File: src/design/sliding_window_min_max_median_mean_unit_assert.svh
// Assertion helpers for the sliding window statistics unit.
// Both expect i_clk and i_rst_n in the scope of use.
`ifndef SLIDING_WINDOW_MIN_MAX_MEDIAN_MEAN_UNIT_ASSERT_SVH
`define SLIDING_WINDOW_MIN_MAX_MEDIAN_MEAN_UNIT_ASSERT_SVH

// Consequent checked in the same cycle as the antecedent.
`define SWMM_ASSERT_NOW(lbl, ante, cons, msg) \
    lbl: assert property (@(posedge i_clk) disable iff (!i_rst_n) (ante) |-> (cons)) \
        else $error(msg);

// Consequent checked in the cycle after the antecedent.
`define SWMM_ASSERT_NEXT(lbl, ante, cons, msg) \
    lbl: assert property (@(posedge i_clk) disable iff (!i_rst_n) (ante) |=> (cons)) \
        else $error(msg);

`endif

File: src/design/swmm_pkg.sv
package swmm_pkg;

    localparam int MAX_WINDOW  = 7;
    localparam int SAMPLE_BITS = 16;
    localparam int HALF_BITS   = 2;
    localparam int HALF_MAX    = (1 << HALF_BITS) - 1;
    localparam int LANES       = 2 * HALF_MAX + 1;
    localparam int CENTER      = HALF_MAX;
    localparam int LANE_BITS   = $clog2(LANES);
    localparam int DIST_BITS   = (MAX_WINDOW > 1) ? $clog2(MAX_WINDOW) : 1;

    localparam int FRAC_BITS   = 8;
    localparam int MEAN_BITS   = 24;
    localparam int SUM_BITS    = SAMPLE_BITS + LANE_BITS;
    localparam int MAG_BITS    = SUM_BITS - 1;
    // quotient = (|sum| * recip) >> DIV_SHIFT, recip = ceil(2^RECIP_SHIFT / n)
    localparam int DIV_SHIFT   = MAG_BITS + LANE_BITS;
    localparam int RECIP_SHIFT = DIV_SHIFT + FRAC_BITS;
    localparam int RECIP_BITS  = RECIP_SHIFT + 1;
    localparam int PROD_BITS   = MAG_BITS + RECIP_BITS;

    typedef logic signed [SAMPLE_BITS-1:0] t_sample;
    typedef logic        [HALF_BITS-1:0]   t_half;
    typedef logic signed [SUM_BITS-1:0]    t_sum;
    typedef logic signed [MEAN_BITS-1:0]   t_mean;
    typedef logic        [LANE_BITS-1:0]   t_lane_idx;
    typedef logic        [RECIP_BITS-1:0]  t_recip;
    typedef t_sample     [LANES-1:0]       t_lanes;

    typedef struct packed {
        t_lanes lanes;
        t_sum   sum;
        logic   final_res;
    } t_win;

    localparam t_half   HALF_RESET = t_half'(1);
    localparam t_sample SAMPLE_HI  = {1'b0, {(SAMPLE_BITS-1){1'b1}}};
    localparam t_sample SAMPLE_LO  = {1'b1, {(SAMPLE_BITS-1){1'b0}}};

    localparam longint unsigned RECIP_ONE = 64'd1 << RECIP_SHIFT;

    // Indexed by h; window length 2h+1.
    localparam t_recip RECIP_TABLE [HALF_MAX+1] = '{
        t_recip'(RECIP_ONE),
        t_recip'((RECIP_ONE + 64'd2) / 64'd3),
        t_recip'((RECIP_ONE + 64'd4) / 64'd5),
        t_recip'((RECIP_ONE + 64'd6) / 64'd7)
    };

endpackage

File: src/design/swmm_if.sv
interface swmm_in_if;
    import swmm_pkg::*;
    logic    valid;
    logic    ready;
    t_sample sample;
    logic    last;

    modport source (output valid, output sample, output last, input ready);
    modport sink (input valid, input sample, input last, output ready);
endinterface

interface swmm_res_if;
    import swmm_pkg::*;
    logic    valid;
    logic    ready;
    t_sample window_max;
    t_sample window_min;
    t_sample window_median;
    t_mean   window_mean;
    logic    final_res;

    modport source (output valid, output window_max, output window_min,
                    output window_median, output window_mean, output final_res,
                    input ready);
    modport sink (input valid, input window_max, input window_min,
                  input window_median, input window_mean, input final_res,
                  output ready);
endinterface

interface swmm_cfg_if;
    import swmm_pkg::*;
    logic  valid;
    logic  ready;
    t_half window_half;

    modport source (output valid, output window_half, input ready);
    modport sink (input valid, input window_half, output ready);
endinterface

File: src/design/swmm_front.sv
module swmm_front (
    input  logic           i_clk,
    input  logic           i_rst_n,
    input  swmm_pkg::t_half i_half,
    swmm_in_if.sink        i_in,
    output swmm_pkg::t_win o_win,
    output logic           o_win_valid,
    input  logic           i_win_ready
);
    import swmm_pkg::*;

    t_sample r_line [MAX_WINDOW];
    t_half   r_seen;
    logic    r_flushing;
    t_half   r_flush_k;
    t_win    r_win;
    logic    r_win_valid;

    t_sample shifted [MAX_WINDOW];
    t_sample src [MAX_WINDOW];
    t_half   seen_eff;
    t_half   k_sel;
    logic    fin_sel;
    logic    win_free;
    logic    accept;
    logic    issue_in;
    logic    issue_fl;
    t_win    n_win;

    assign seen_eff    = (r_seen > i_half) ? i_half : r_seen;
    assign win_free    = !r_win_valid || i_win_ready;
    assign i_in.ready  = win_free && !r_flushing;
    assign accept      = i_in.valid && i_in.ready;
    assign issue_in    = accept && (i_in.last || (seen_eff >= i_half));
    assign issue_fl    = r_flushing && win_free;

    always_comb begin
        shifted[0] = i_in.sample;
        for (int a = 1; a < MAX_WINDOW; a++) begin
            shifted[a] = r_line[a-1];
        end
        for (int a = 0; a < MAX_WINDOW; a++) begin
            src[a] = r_flushing ? r_line[a] : shifted[a];
        end
    end

    assign k_sel   = r_flushing ? r_flush_k : (i_in.last ? seen_eff : i_half);
    assign fin_sel = r_flushing ? (r_flush_k == '0) : (i_in.last && (seen_eff == '0));

    // Lanes outside the window get paired low/high fillers so the sorted
    // middle lane stays the median.
    always_comb begin
        t_sample v;
        int      d;
        int      tap_pos;
        n_win.sum       = '0;
        n_win.final_res = fin_sel;
        for (int j = 0; j < LANES; j++) begin
            d       = j - CENTER;
            tap_pos = int'(k_sel) + d;
            if (d < -int'(i_half)) begin
                v = SAMPLE_LO;
            end else if (d > int'(i_half)) begin
                v = SAMPLE_HI;
            end else begin
                if ((tap_pos >= 0) && (tap_pos < MAX_WINDOW)) begin
                    v = src[DIST_BITS'(tap_pos)];
                end else begin
                    v = '0;
                end
                n_win.sum = n_win.sum + t_sum'(v);
            end
            n_win.lanes[j] = v;
        end
    end

    always_ff @(posedge i_clk) begin
        if (!i_rst_n) begin
            for (int a = 0; a < MAX_WINDOW; a++) begin
                r_line[a] <= '0;
            end
            r_seen      <= '0;
            r_flushing  <= 1'b0;
            r_flush_k   <= '0;
            r_win_valid <= 1'b0;
        end else begin
            if (win_free) begin
                r_win_valid <= issue_in || issue_fl;
            end
            if (accept) begin
                if (i_in.last) begin
                    r_seen <= '0;
                    if (seen_eff == '0) begin
                        for (int a = 0; a < MAX_WINDOW; a++) begin
                            r_line[a] <= '0;
                        end
                    end else begin
                        for (int a = 0; a < MAX_WINDOW; a++) begin
                            r_line[a] <= shifted[a];
                        end
                        r_flushing <= 1'b1;
                        r_flush_k  <= seen_eff - 1'b1;
                    end
                end else begin
                    for (int a = 0; a < MAX_WINDOW; a++) begin
                        r_line[a] <= shifted[a];
                    end
                    if (seen_eff < i_half) begin
                        r_seen <= seen_eff + 1'b1;
                    end else begin
                        r_seen <= seen_eff;
                    end
                end
            end
            if (issue_fl) begin
                if (r_flush_k == '0) begin
                    r_flushing <= 1'b0;
                    for (int a = 0; a < MAX_WINDOW; a++) begin
                        r_line[a] <= '0;
                    end
                end else begin
                    r_flush_k <= r_flush_k - 1'b1;
                end
            end
        end
    end

    always_ff @(posedge i_clk) begin
        if (issue_in || issue_fl) begin
            r_win <= n_win;
        end
    end

    assign o_win       = r_win;
    assign o_win_valid = r_win_valid;

endmodule

File: src/design/swmm_sort.sv
module swmm_sort (
    input  swmm_pkg::t_lanes i_lanes,
    output swmm_pkg::t_lanes o_sorted
);
    import swmm_pkg::*;

    // Odd-even transposition network: LANES rounds of compare-exchange.
    always_comb begin
        t_lanes  v;
        t_sample a;
        t_sample b;
        v = i_lanes;
        for (int r = 0; r < LANES; r++) begin
            for (int j = (r & 1); j + 1 < LANES; j += 2) begin
                a = v[j];
                b = v[j+1];
                if (a > b) begin
                    v[j]   = b;
                    v[j+1] = a;
                end
            end
        end
        o_sorted = v;
    end

endmodule

File: src/design/swmm_mean.sv
module swmm_mean (
    input  swmm_pkg::t_sum  i_sum,
    input  swmm_pkg::t_half i_half,
    output swmm_pkg::t_mean o_mean
);
    import swmm_pkg::*;

    logic                 neg;
    logic [MAG_BITS-1:0]  mag;
    logic [PROD_BITS-1:0] prod;
    logic [MEAN_BITS:0]   quo;

    // Divide the magnitude so the result truncates toward zero.
    assign neg  = i_sum[SUM_BITS-1];
    assign mag  = neg ? MAG_BITS'(-i_sum) : MAG_BITS'(i_sum);
    assign prod = PROD_BITS'(mag) * PROD_BITS'(RECIP_TABLE[i_half]);
    assign quo  = prod[DIV_SHIFT +: MEAN_BITS+1];

    assign o_mean = neg ? MEAN_BITS'(-quo) : MEAN_BITS'(quo);

endmodule

File: src/design/sliding_window_min_max_median_mean_unit.sv
// Sliding window statistics unit. For each sample of a stream it returns the
// maximum, minimum, median and mean (8 fraction bits, truncated toward zero)
// of the 2h+1 samples centred on it, with zeros standing in for positions
// before the start and after the end of the stream. h comes from the
// configuration channel (reset 1); write it only while the unit is idle.
// Results lag the samples by h positions: the first h samples of a stream
// produce no result, and the sample flagged last releases the pending ones,
// the final result carrying final_res. The unit takes one sample per clock
// while the result path does not stall; a last sample with p pending
// positions (at most h) holds off the input while its flush windows issue
// from the delay line. Each window is captured in the window register, then
// passes the sorting network and the reciprocal multiply for the mean into
// the result register. No clearing pass after reset.
module sliding_window_min_max_median_mean_unit (
    input  logic      i_clk,
    input  logic      i_rst_n,
    swmm_cfg_if.sink  i_cfg,
    swmm_in_if.sink   i_in,
    swmm_res_if.source o_res
);
    import swmm_pkg::*;

    t_half     r_window_half;
    t_win      win;
    logic      win_valid;
    logic      win_ready;
    t_lanes    sorted;
    t_mean     mean;
    t_lane_idx lo_idx;
    t_lane_idx hi_idx;

    logic      r_out_valid;
    t_sample   r_max;
    t_sample   r_min;
    t_sample   r_median;
    t_mean     r_mean;
    logic      r_final;

    // Configuration: accept every transfer, hold h until the next write.
    assign i_cfg.ready = 1'b1;

    always_ff @(posedge i_clk) begin
        if (!i_rst_n) begin
            r_window_half <= HALF_RESET;
        end else if (i_cfg.valid) begin
            r_window_half <= i_cfg.window_half;
        end
    end

    // Delay line, flush sequencing and window register.
    swmm_front u_front (
        .i_clk       (i_clk),
        .i_rst_n     (i_rst_n),
        .i_half      (r_window_half),
        .i_in        (i_in),
        .o_win       (win),
        .o_win_valid (win_valid),
        .i_win_ready (win_ready)
    );

    swmm_sort u_sort (
        .i_lanes  (win.lanes),
        .o_sorted (sorted)
    );

    swmm_mean u_mean (
        .i_sum  (win.sum),
        .i_half (r_window_half),
        .o_mean (mean)
    );

    // Fillers occupy the outer CENTER-h lanes at each end of the sorted
    // order, so min and max sit h lanes either side of the median.
    assign lo_idx = t_lane_idx'(CENTER) - t_lane_idx'(r_window_half);
    assign hi_idx = t_lane_idx'(CENTER) + t_lane_idx'(r_window_half);

    // Result register: advance when empty or when the sink takes the result.
    assign win_ready = !r_out_valid || o_res.ready;

    always_ff @(posedge i_clk) begin
        if (!i_rst_n) begin
            r_out_valid <= 1'b0;
        end else if (win_ready) begin
            r_out_valid <= win_valid;
        end
    end

    always_ff @(posedge i_clk) begin
        if (win_ready && win_valid) begin
            r_max    <= sorted[hi_idx];
            r_min    <= sorted[lo_idx];
            r_median <= sorted[CENTER];
            r_mean   <= mean;
            r_final  <= win.final_res;
        end
    end

    assign o_res.valid         = r_out_valid;
    assign o_res.window_max    = r_max;
    assign o_res.window_min    = r_min;
    assign o_res.window_median = r_median;
    assign o_res.window_mean   = r_mean;
    assign o_res.final_res     = r_final;

`include "sliding_window_min_max_median_mean_unit_assert.svh"

    `SWMM_ASSERT_NOW(a_stats_order, r_out_valid, (r_min <= r_median) && (r_median <= r_max), "window statistics out of order")
    `SWMM_ASSERT_NOW(a_stall_blocks_input, win_valid && !win_ready, !i_in.ready, "input taken while both stages are full")
    `SWMM_ASSERT_NEXT(a_window_holds, win_valid && !win_ready, win_valid && $stable(win), "stalled window changed or dropped")

endmodule

File: src/flat_wrapper.sv
// flat-port wrapper written by rule: the top's interface ports become plain ports
module sliding_window_min_max_median_mean_unit_flat import swmm_pkg::*;
  (i_clk, i_rst_n, i_cfg_valid, i_cfg_window_half, i_cfg_ready, i_in_valid, i_in_sample, i_in_last, i_in_ready, o_res_valid, o_res_window_max, o_res_window_min, o_res_window_median, o_res_window_mean, o_res_final_res, o_res_ready);
  swmm_cfg_if i_cfg_i ();
  swmm_in_if i_in_i ();
  swmm_res_if o_res_i ();
  input  logic i_clk;
  input  logic i_rst_n;
  input wire logic [$bits(i_cfg_i.valid)-1:0] i_cfg_valid;
  input wire logic [$bits(i_cfg_i.window_half)-1:0] i_cfg_window_half;
  output wire logic [$bits(i_cfg_i.ready)-1:0] i_cfg_ready;
  input wire logic [$bits(i_in_i.valid)-1:0] i_in_valid;
  input wire logic [$bits(i_in_i.sample)-1:0] i_in_sample;
  input wire logic [$bits(i_in_i.last)-1:0] i_in_last;
  output wire logic [$bits(i_in_i.ready)-1:0] i_in_ready;
  output wire logic [$bits(o_res_i.valid)-1:0] o_res_valid;
  output wire logic [$bits(o_res_i.window_max)-1:0] o_res_window_max;
  output wire logic [$bits(o_res_i.window_min)-1:0] o_res_window_min;
  output wire logic [$bits(o_res_i.window_median)-1:0] o_res_window_median;
  output wire logic [$bits(o_res_i.window_mean)-1:0] o_res_window_mean;
  output wire logic [$bits(o_res_i.final_res)-1:0] o_res_final_res;
  input wire logic [$bits(o_res_i.ready)-1:0] o_res_ready;
  assign i_cfg_i.valid = i_cfg_valid;
  assign i_cfg_i.window_half = i_cfg_window_half;
  assign i_cfg_ready = i_cfg_i.ready;
  assign i_in_i.valid = i_in_valid;
  assign i_in_i.sample = i_in_sample;
  assign i_in_i.last = i_in_last;
  assign i_in_ready = i_in_i.ready;
  assign o_res_valid = o_res_i.valid;
  assign o_res_window_max = o_res_i.window_max;
  assign o_res_window_min = o_res_i.window_min;
  assign o_res_window_median = o_res_i.window_median;
  assign o_res_window_mean = o_res_i.window_mean;
  assign o_res_final_res = o_res_i.final_res;
  assign o_res_i.ready = o_res_ready;
  sliding_window_min_max_median_mean_unit u_core (.i_clk(i_clk), .i_rst_n(i_rst_n), .i_cfg(i_cfg_i), .i_in(i_in_i), .o_res(o_res_i));
endmodule
File: config.mk
export PLATFORM = sky130hd
export DESIGN_NAME = sliding_window_min_max_median_mean_unit_flat
export DESIGN_NICKNAME = d
export VERILOG_FILES = /design/src/design/swmm_pkg.sv /design/src/design/swmm_if.sv /design/src/design/swmm_front.sv /design/src/design/swmm_sort.sv /design/src/design/swmm_mean.sv /design/src/design/sliding_window_min_max_median_mean_unit.sv /design/src/flat_wrapper.sv
export VERILOG_INCLUDE_DIRS = /design/src /design/src/design
export SDC_FILE = /design/constraint.sdc
export NUM_CORES = 2
export LEC_CHECK = 0
export BUFFER_PORTS_ARGS = -buffer_cell sky130_fd_sc_hd__clkbuf_2
export CAP_MARGIN = 20
export CORE_MARGIN = 2
export CORE_UTILIZATION = 44
export CTS_CLUSTER_DIAMETER = 120
export CTS_CLUSTER_SIZE = 16
export DETAILED_ROUTE_END_ITERATION = 8
export PLACE_DENSITY = 0.69
export SYNTH_ARGS = -nofsm -noshare
export SYNTH_HDL_FRONTEND = slang
export SYNTH_SLANG_ARGS = --single-unit
File: constraint.sdc
create_clock -name i_clk -period 28.9 [get_ports i_clk]
set_clock_uncertainty 0.15 [all_clocks]
set_input_delay 7.225 -clock i_clk [delete_from_list [all_inputs] [get_ports i_clk]]
set_output_delay 7.225 -clock i_clk [all_outputs]
set_load 0.005 [all_outputs]
After elaboration in Yosys (flattened, before gate mapping)
Memory sizes are Yosys's and may differ from the RTL's.
Cells that the tools add are included.
{"block": "totals", "reg_bits": 214, "latchBits": 0, "ram_bits": 112, "romBits": 0, "word_cells": 308, "n_memories": 1}
{"block": "classes", "add_sub_neg": 20, "n_mul": 1, "div_mod_pow": 0, "magnitude_cmp": 58, "eq_ne": 0, "n_shift": 0, "n_mux": 150, "bitwise": 36, "n_reduce_logical": 22}
{"name": "u_core.u_front.r_line", "words": 7, "width": 16, "rd": 7, "rd_ports_with_merged_regs": 0, "write_ports": 7, "line": "swmm_front.sv:12", "source": "t_sample r_line [MAX_WINDOW];"}
{"operator": "$mux 16", "n": 70}
{"operator": "$mux 32", "n": 21}
{"operator": "$bmux 16 s3", "n": 9}
{"operator": "$gt 16x16->1", "n": 21}
{"operator": "$mux 19", "n": 10}
{"operator": "$add 19x16->19", "n": 6}
{"operator": "$lt 3x32->1 const A", "n": 3}
{"operator": "$lt 1x32->1 const A", "n": 2}
{"operator": "$lt 2x32->1 const A", "n": 2}
{"operator": "$bmux 30 s2", "n": 1}
{"operator": "$mux 30", "n": 2}
{"operator": "$mul 18x30->45", "n": 1}
{"operator": "$neg 2->32", "n": 1}
{"operator": "$ge 3x4->1 const B", "n": 7}
{"operator": "$or 1x1->1", "n": 28}
{"operator": "$mux 1", "n": 25}
{"operator": "$mux 24", "n": 1}
{"operator": "$neg 24->24", "n": 1}
{"operator": "$mux 2", "n": 10}
{"operator": "$mux 18", "n": 1}
{"operator": "$neg 18->18", "n": 1}
{"operator": "$not 3->3", "n": 6}
{"operator": "$logic_and 1x1->1", "n": 13}
{"operator": "$ge 4x1->1 const B", "n": 3}
{"operator": "25 further kinds", "n": 42}

Depth between registers and ports, before layout
{"block": "logic_depth", "depth_word": 26, "ltp_mapped": 115, "depth_no_buf": 100}

By module
Synthesis repeated with hierarchy kept, for this count alone.
{"block": "hier_totals", "cells_unflattened": 6366, "hier_area_um2": 52317.7}
{"module": "swmm_front", "n_inst": 1, "cells_each": 2244, "area_each_um2": 19660.1}
{"module": "swmm_sort", "n_inst": 1, "cells_each": 2480, "area_each_um2": 16814.9}
{"module": "swmm_mean", "n_inst": 1, "cells_each": 1389, "area_each_um2": 12243.0}
{"module": "sliding_window_min_max_median_mean_unit", "n_inst": 1, "cells_each": 253, "area_each_um2": 3599.7}

Worst setup path after synthesis
No wires, ideal clock.
{"block": "synth_timing", "path_type": "reg2reg", "start": "register u_core.u_front.r_win, in the netlist u_core.u_front.o_win[61]", "end": "register u_core.r_max[7], in the netlist u_core.o_res.window_max[7] (data pin)", "setup_time_ns": 0.275, "t_arrival_ns": 20.322, "required_time_ns": 28.475, "path_slack_ns": 8.153, "stages_incl_launch_ff": 110, "path_buffers": 17, "path_cell_list": "edfxtp_1 ha_1 a211oi_1 o21ai_1 a41o_1 o31ai_1 and3_1 buf_6 buf_2 buf_1 mux2i_1 inv_1 ha_1 clkbuf_1 nand2_1 or3_1 nor3_1 a31o_2 [74 not listed] nand2b_1 a21oi_1 nor2b_1 o21ai_0 nand2b_1 a21oi_1 nor2b_1 o21ai_0 nand2_1 a21oi_1 a31o_2 xnor2_1 and2_1 clkbuf_1 a221oi_1 a21oi_1 a211oi_1 a221oi_1"}
{"block": "synth_via", "elab_chain_len": 16, "elab_cells_between_ends": 38, "classes_between": "order compare (18); mux (20)"}
{"item": "start: declaration", "line": "swmm_front.sv:16", "source": "t_win r_win;"}
{"item": "start signal: assignment", "line": "swmm_front.sv:130", "source": "r_win <= n_win;"}
{"item": "$gt 16x16->1", "line": "swmm_sort.sv:17", "source": "if (a > b) begin"}
{"item": "$mux 32 *", "line": "swmm_sort.sv:17"}
{"item": "$gt 16x16->1", "line": "swmm_sort.sv:17"}
{"item": "$mux 32", "line": "swmm_sort.sv:17"}
{"item": "$gt 16x16->1", "line": "swmm_sort.sv:17"}
{"item": "$mux 32", "line": "swmm_sort.sv:17"}
{"item": "$gt 16x16->1", "line": "swmm_sort.sv:17"}
{"item": "$mux 32", "line": "swmm_sort.sv:17"}
{"item": "$gt 16x16->1", "line": "swmm_sort.sv:17"}
{"item": "$mux 32", "line": "swmm_sort.sv:17"}
{"item": "$gt 16x16->1", "line": "swmm_sort.sv:17"}
{"item": "$mux 32", "line": "swmm_sort.sv:17"}
{"item": "$gt 16x16->1", "line": "swmm_sort.sv:17"}
{"item": "$mux 32", "line": "swmm_sort.sv:17"}
{"item": "$bmux 16 s3 *", "line": "sliding_window_min_max_median_mean_unit.sv:90", "source": "r_max <= sorted[hi_idx];"}
{"item": "$mux 16 (not written as such) *", "line": "sliding_window_min_max_median_mean_unit.sv:90"}
{"item": "end signal: assignment", "line": "sliding_window_min_max_median_mean_unit.sv:90"}
{"item": "end: declaration", "line": "sliding_window_min_max_median_mean_unit.sv:33", "source": "t_sample r_max;"}
Mark *: on every way between the ends. The rest lies on a longest branch, timed or not. The select of a mux whose other input is x is not followed.
A chain may end at the register's enable or synchronous reset.

Worst setup path in the final report
{"block": "layout_timing", "start": "register u_core.u_front.r_win, in the netlist u_core.u_front.o_win[65]", "end": "register u_core.r_min[13], in the netlist u_core.o_res.window_min[13] (data pin)"}
{"block": "layout_via", "elab_chain_len": 16, "elab_cells_between_ends": 38, "classes_between": "order compare (18); mux (20)"}
{"item": "$gt 16x16->1", "line": "swmm_sort.sv:17"}
{"item": "$mux 32 *", "line": "swmm_sort.sv:17"}
{"item": "$gt 16x16->1", "line": "swmm_sort.sv:17"}
{"item": "$mux 32", "line": "swmm_sort.sv:17"}
{"item": "$gt 16x16->1", "line": "swmm_sort.sv:17"}
{"item": "$mux 32", "line": "swmm_sort.sv:17"}
{"item": "$gt 16x16->1", "line": "swmm_sort.sv:17"}
{"item": "$mux 32", "line": "swmm_sort.sv:17"}
{"item": "$gt 16x16->1", "line": "swmm_sort.sv:17"}
{"item": "$mux 32", "line": "swmm_sort.sv:17"}
{"item": "$gt 16x16->1", "line": "swmm_sort.sv:17"}
{"item": "$mux 32", "line": "swmm_sort.sv:17"}
{"item": "$gt 16x16->1", "line": "swmm_sort.sv:17"}
{"item": "$mux 32", "line": "swmm_sort.sv:17"}
{"item": "$bmux 16 s3 *", "line": "sliding_window_min_max_median_mean_unit.sv:91", "source": "r_min <= sorted[lo_idx];"}
{"item": "$mux 16 (not written as such) *", "line": "sliding_window_min_max_median_mean_unit.sv:91"}
{"item": "end signal: assignment", "line": "sliding_window_min_max_median_mean_unit.sv:91"}
{"item": "end: declaration", "line": "sliding_window_min_max_median_mean_unit.sv:34", "source": "t_sample r_min;"}
Marks and branches as above.

==> summary.txt <==
Min path
  • Hold Path Stages: 0
  • Worst Hold Class: register to register
  • Hold_sp: u_core.u_front.o_win[0]

Floorplanning
  • Die Span Y: between 300 and 400 microns
  • # IOs: 100
  • Initial Util: ~45%
  • Core ar.: 111000 sq um
  • Die W: between 300 and 400 microns
  • Row count: approximately 120
  • Die area: roughly 120000 sq um

Yosys
  • Yosys cell types: around 110
  • Synth Cell Area: 49400 sq um
  • Post-synthesis adder-cell area fraction: 25.7%
  • Seq/Total Area, Yosys: 19.6%
  • Synth Area in Simple Gates: about 17%
  • Avg Inst Size Synth: 8.34 sq um
  • Post-synthesis xor/xnor area fraction: under 10%
  • #FFs+latches synth: roughly 330
  • Largest area contributor in the netlist: edfxtp_1
  • Synth Area in Compound Gates: about 17%
  • Synthesized net count: about 6800
  • Async SR Flop Fraction: 0%
  • Synth Warn #: 0
  • EDFF count, synth: between 300 and 400
  • Largest family of logic cells by synthesized area: adder cells
  • Post-Synthesis Cells: about 6000
  • Mux cell area share after synthesis: roughly a tenth
  • Area fraction of the dominant cell type after synthesis: around a fifth
  • Ys flop type: edfxtp_1
  • Synth top area cells: edfxtp_1 (19%), ha_1 (15%), fa_1 (11%)

Setup path
  • CP bufs+invs: 8
  • Crit path launch type: register
  • Slowest CP cell: and3_2
  • Worst R2R Path Depth: 94
  • Crit Path Category: register to register
  • Crit. path cell count: 94
  • CP most frequent cell: a21oi_1
  • Reg2reg start: u_core.u_front.o_win[65]
  • CP Data Arrival Time: ~23 ns
  • WP data required: 29.07 ns
  • Worst setup startpoint: u_core.u_front.o_win[65]
  • CP top delay family: compound AO/OA/AOI/OAI gates
  • CP Capture Type: register
  • CP max stage delay: 0.89 ns
  • Critical Path Fanout Max: 42

Route
  • Remaining antenna violation count: 0
  • Drt total wl: between 150 and 200 mm
  • DRC Markers: 0
  • DR vias: roughly 43000
  • DRT Pass-1 Iters: 6
  • WL per Instance: ~21 microns
  • Vias per cell: around 5.8
  • DR iter-0 viols: 4341

Global routing
  • Grt total ovfl: 0
  • Met1 track demand over resource: around 36%
  • Met2 Use GR: about 44%
  • Global routing's busiest layer: met2
  • Vias in the first global route: 40954
  • Pin count of the biggest net entering global routing: approximately 160
  • Met3 Usage GRT: under 10%
  • Initial antenna violation count: 6
  • First-pass GRT wire length: around 240 mm
  • GRT Overall Usage: 26.9%

Status
  • Status: completed

STA
  • Setup TNS: 0 ns
  • Final hold violations: 0
  • Crit path time final: 23.19 ns
  • Slew Viols, Final: 0
  • Fmax: between 40 and 50 MHz
  • Tcrit/Tclk final: 80.2%
  • Final setup fails: 0
  • Relative slew slack: around 27%
  • Worst-Margin Slew: roughly 1.1 ns
  • Hold WS: between 0.2 and 0.3 ns
  • Final worst slack: around 5.7 ns
  • Unrepaired setup endpoints after global routing: false

Placed design
  • IO buf count: just under 100
  • Worst slack at placement: roughly 6.2 ns
  • Placer Congestion: approximately 1.0
  • DP Area: between 50000 and 60000 sq um
  • DP HPWL: roughly 130 mm

CTS
  • Cts bufs inserted: 25
  • CTS Root Cell: clkbuf_16
  • Clock Latency Late Sink: roughly 0.63 ns
  • Hold-fix buffers, CTS: 0
  • Sink Count: about 330
  • H-tree depth: 1
  • Post-CTS sizing: 0
  • Post-CTS Setup Bufs: 0
  • Clk slew on worst S/H paths: around 0.08 ns
  • Clk buf depth: 3
  • CTS tree: built

Finish
  • Area Overhead vs Synth: 5.41%
  • Most frequent cells in the layout: nor2_1 (729), inv_1 (640), ha_1 (573), a21oi_1 (465), nand2_1 (360)
  • Fin nets: between 6000 and 7000
  • Most common cell after layout, fill and taps aside: nor2_1
  • Layout cells sized above 1: under 10%
  • Final Cell Area: 52100 sq um

Run
  • Max Cap Violations: 0
-- per-layer routing --
metal	wire length (microns)	vias to the layer above
met5	0	-
met3	11400	286
li1	-	20508
met4	6100	0
met2	72100	1653
met1	68200	20510
-- synth_stat cells (9+ instances only) --
cell,instances
o211ai_1,27
o21bai_1,69
o21a_1,33
a211oi_1,97
and2_1,157
and3_1,14
or3_1,18
nor2b_1,124
nor4_1,15
nand4_1,63
nor3_1,125
or4_1,13
nor2_1,730
a31oi_1,23
a221oi_1,14
o221ai_1,14
a211o_1,9
edfxtp_1,317
and4_1,11
o31ai_1,22
fa_1,271
a2bb2oi_1,9
clkbuf_1,197
mux2i_1,351
nand3_1,26
or2_2,25
inv_1,642
xor2_1,44
nand2_1,362
o2111ai_1,9
dfxtp_1,9
buf_1,45
ha_1,577
buf_2,19
a22oi_1,12
o22ai_1,16
a21o_1,115
a21oi_1,465
nand2b_1,73
o21ai_1,19
mux2_2,113
o21ai_0,324
xnor2_1,140
-- cells by family after synthesis --
kind of cell,count (synthesis)
adders and majority gates,851
xor gates and xnor gates,184
other,1
AOI/OAI and AO/OA,1378
muxes,473
buffers and inverters,920
DFF,326
and+or+nand+nor,1791
-- layout make-up --
type	count	area, sq um
Timing Repair Buffer	159	988
Clock inverter	4	75.1
Sequential cell	326	9700
Multi-Input combinational cell	4678	36300
Clock buffer	38	674
Inverter	649	2440
Tap cell	1488	1860
Fill cell	10826	58900
Antenna cell	2	5.00
-- worst register-to-register path: cells and delay by family (launching register included) --
family / cells / cell delay, ns
flops: 1 / 0.42
mux: 5 / 1.67
fa+ha+maj: 7 / 2.69
compound gates: 48 / 9.95
xor+xnor: 1 / 0.49
buf+inv: 8 / 2.42
simple gates: 25 / 5.10
-- sequential cells by signal, summed over array words and instances, names as in the netlist --
register and count:
u_core.u_front.r_seen 2, u_core.o_res.window_median 16, u_core.o_res.final_res 1, u_core.u_front.r_line 112, u_core.u_front.o_win_valid 1, u_core.o_res.window_min 16
u_core.r_window_half 2, u_core.o_res.valid 1, u_core.o_res.window_max 16, u_core.u_front.r_flush_k 2, u_core.u_front.o_win 132, u_core.o_res.window_mean 24
u_core.u_front.r_flushing 1
-- stage by stage --
step	util, %	instances
2_1_floorplan	-	5924
3_3_place_gp	46.2	7296
3_5_place_dp	46.2	7296
4_1_cts	46.9	7338
5_1_grt	46.9	7342
6_report	46.9	7344
-- worst paths after layout --
| check | to | slack, ns |
|---|---|---|
| worst max-delay path | u_core.o_res.window_min[13] | 5.71 |
| worst min-delay path | u_core.o_res.final_res | 0.30 |
| worst max register to register | u_core.o_res.window_min[13] | 5.71 |
| worst min register to register | u_core.o_res.final_res | 0.30 |
Power is left out: the tool's default activity adds up to more than one toggle a clock period on the data nets, which glitch-free logic cannot reach.
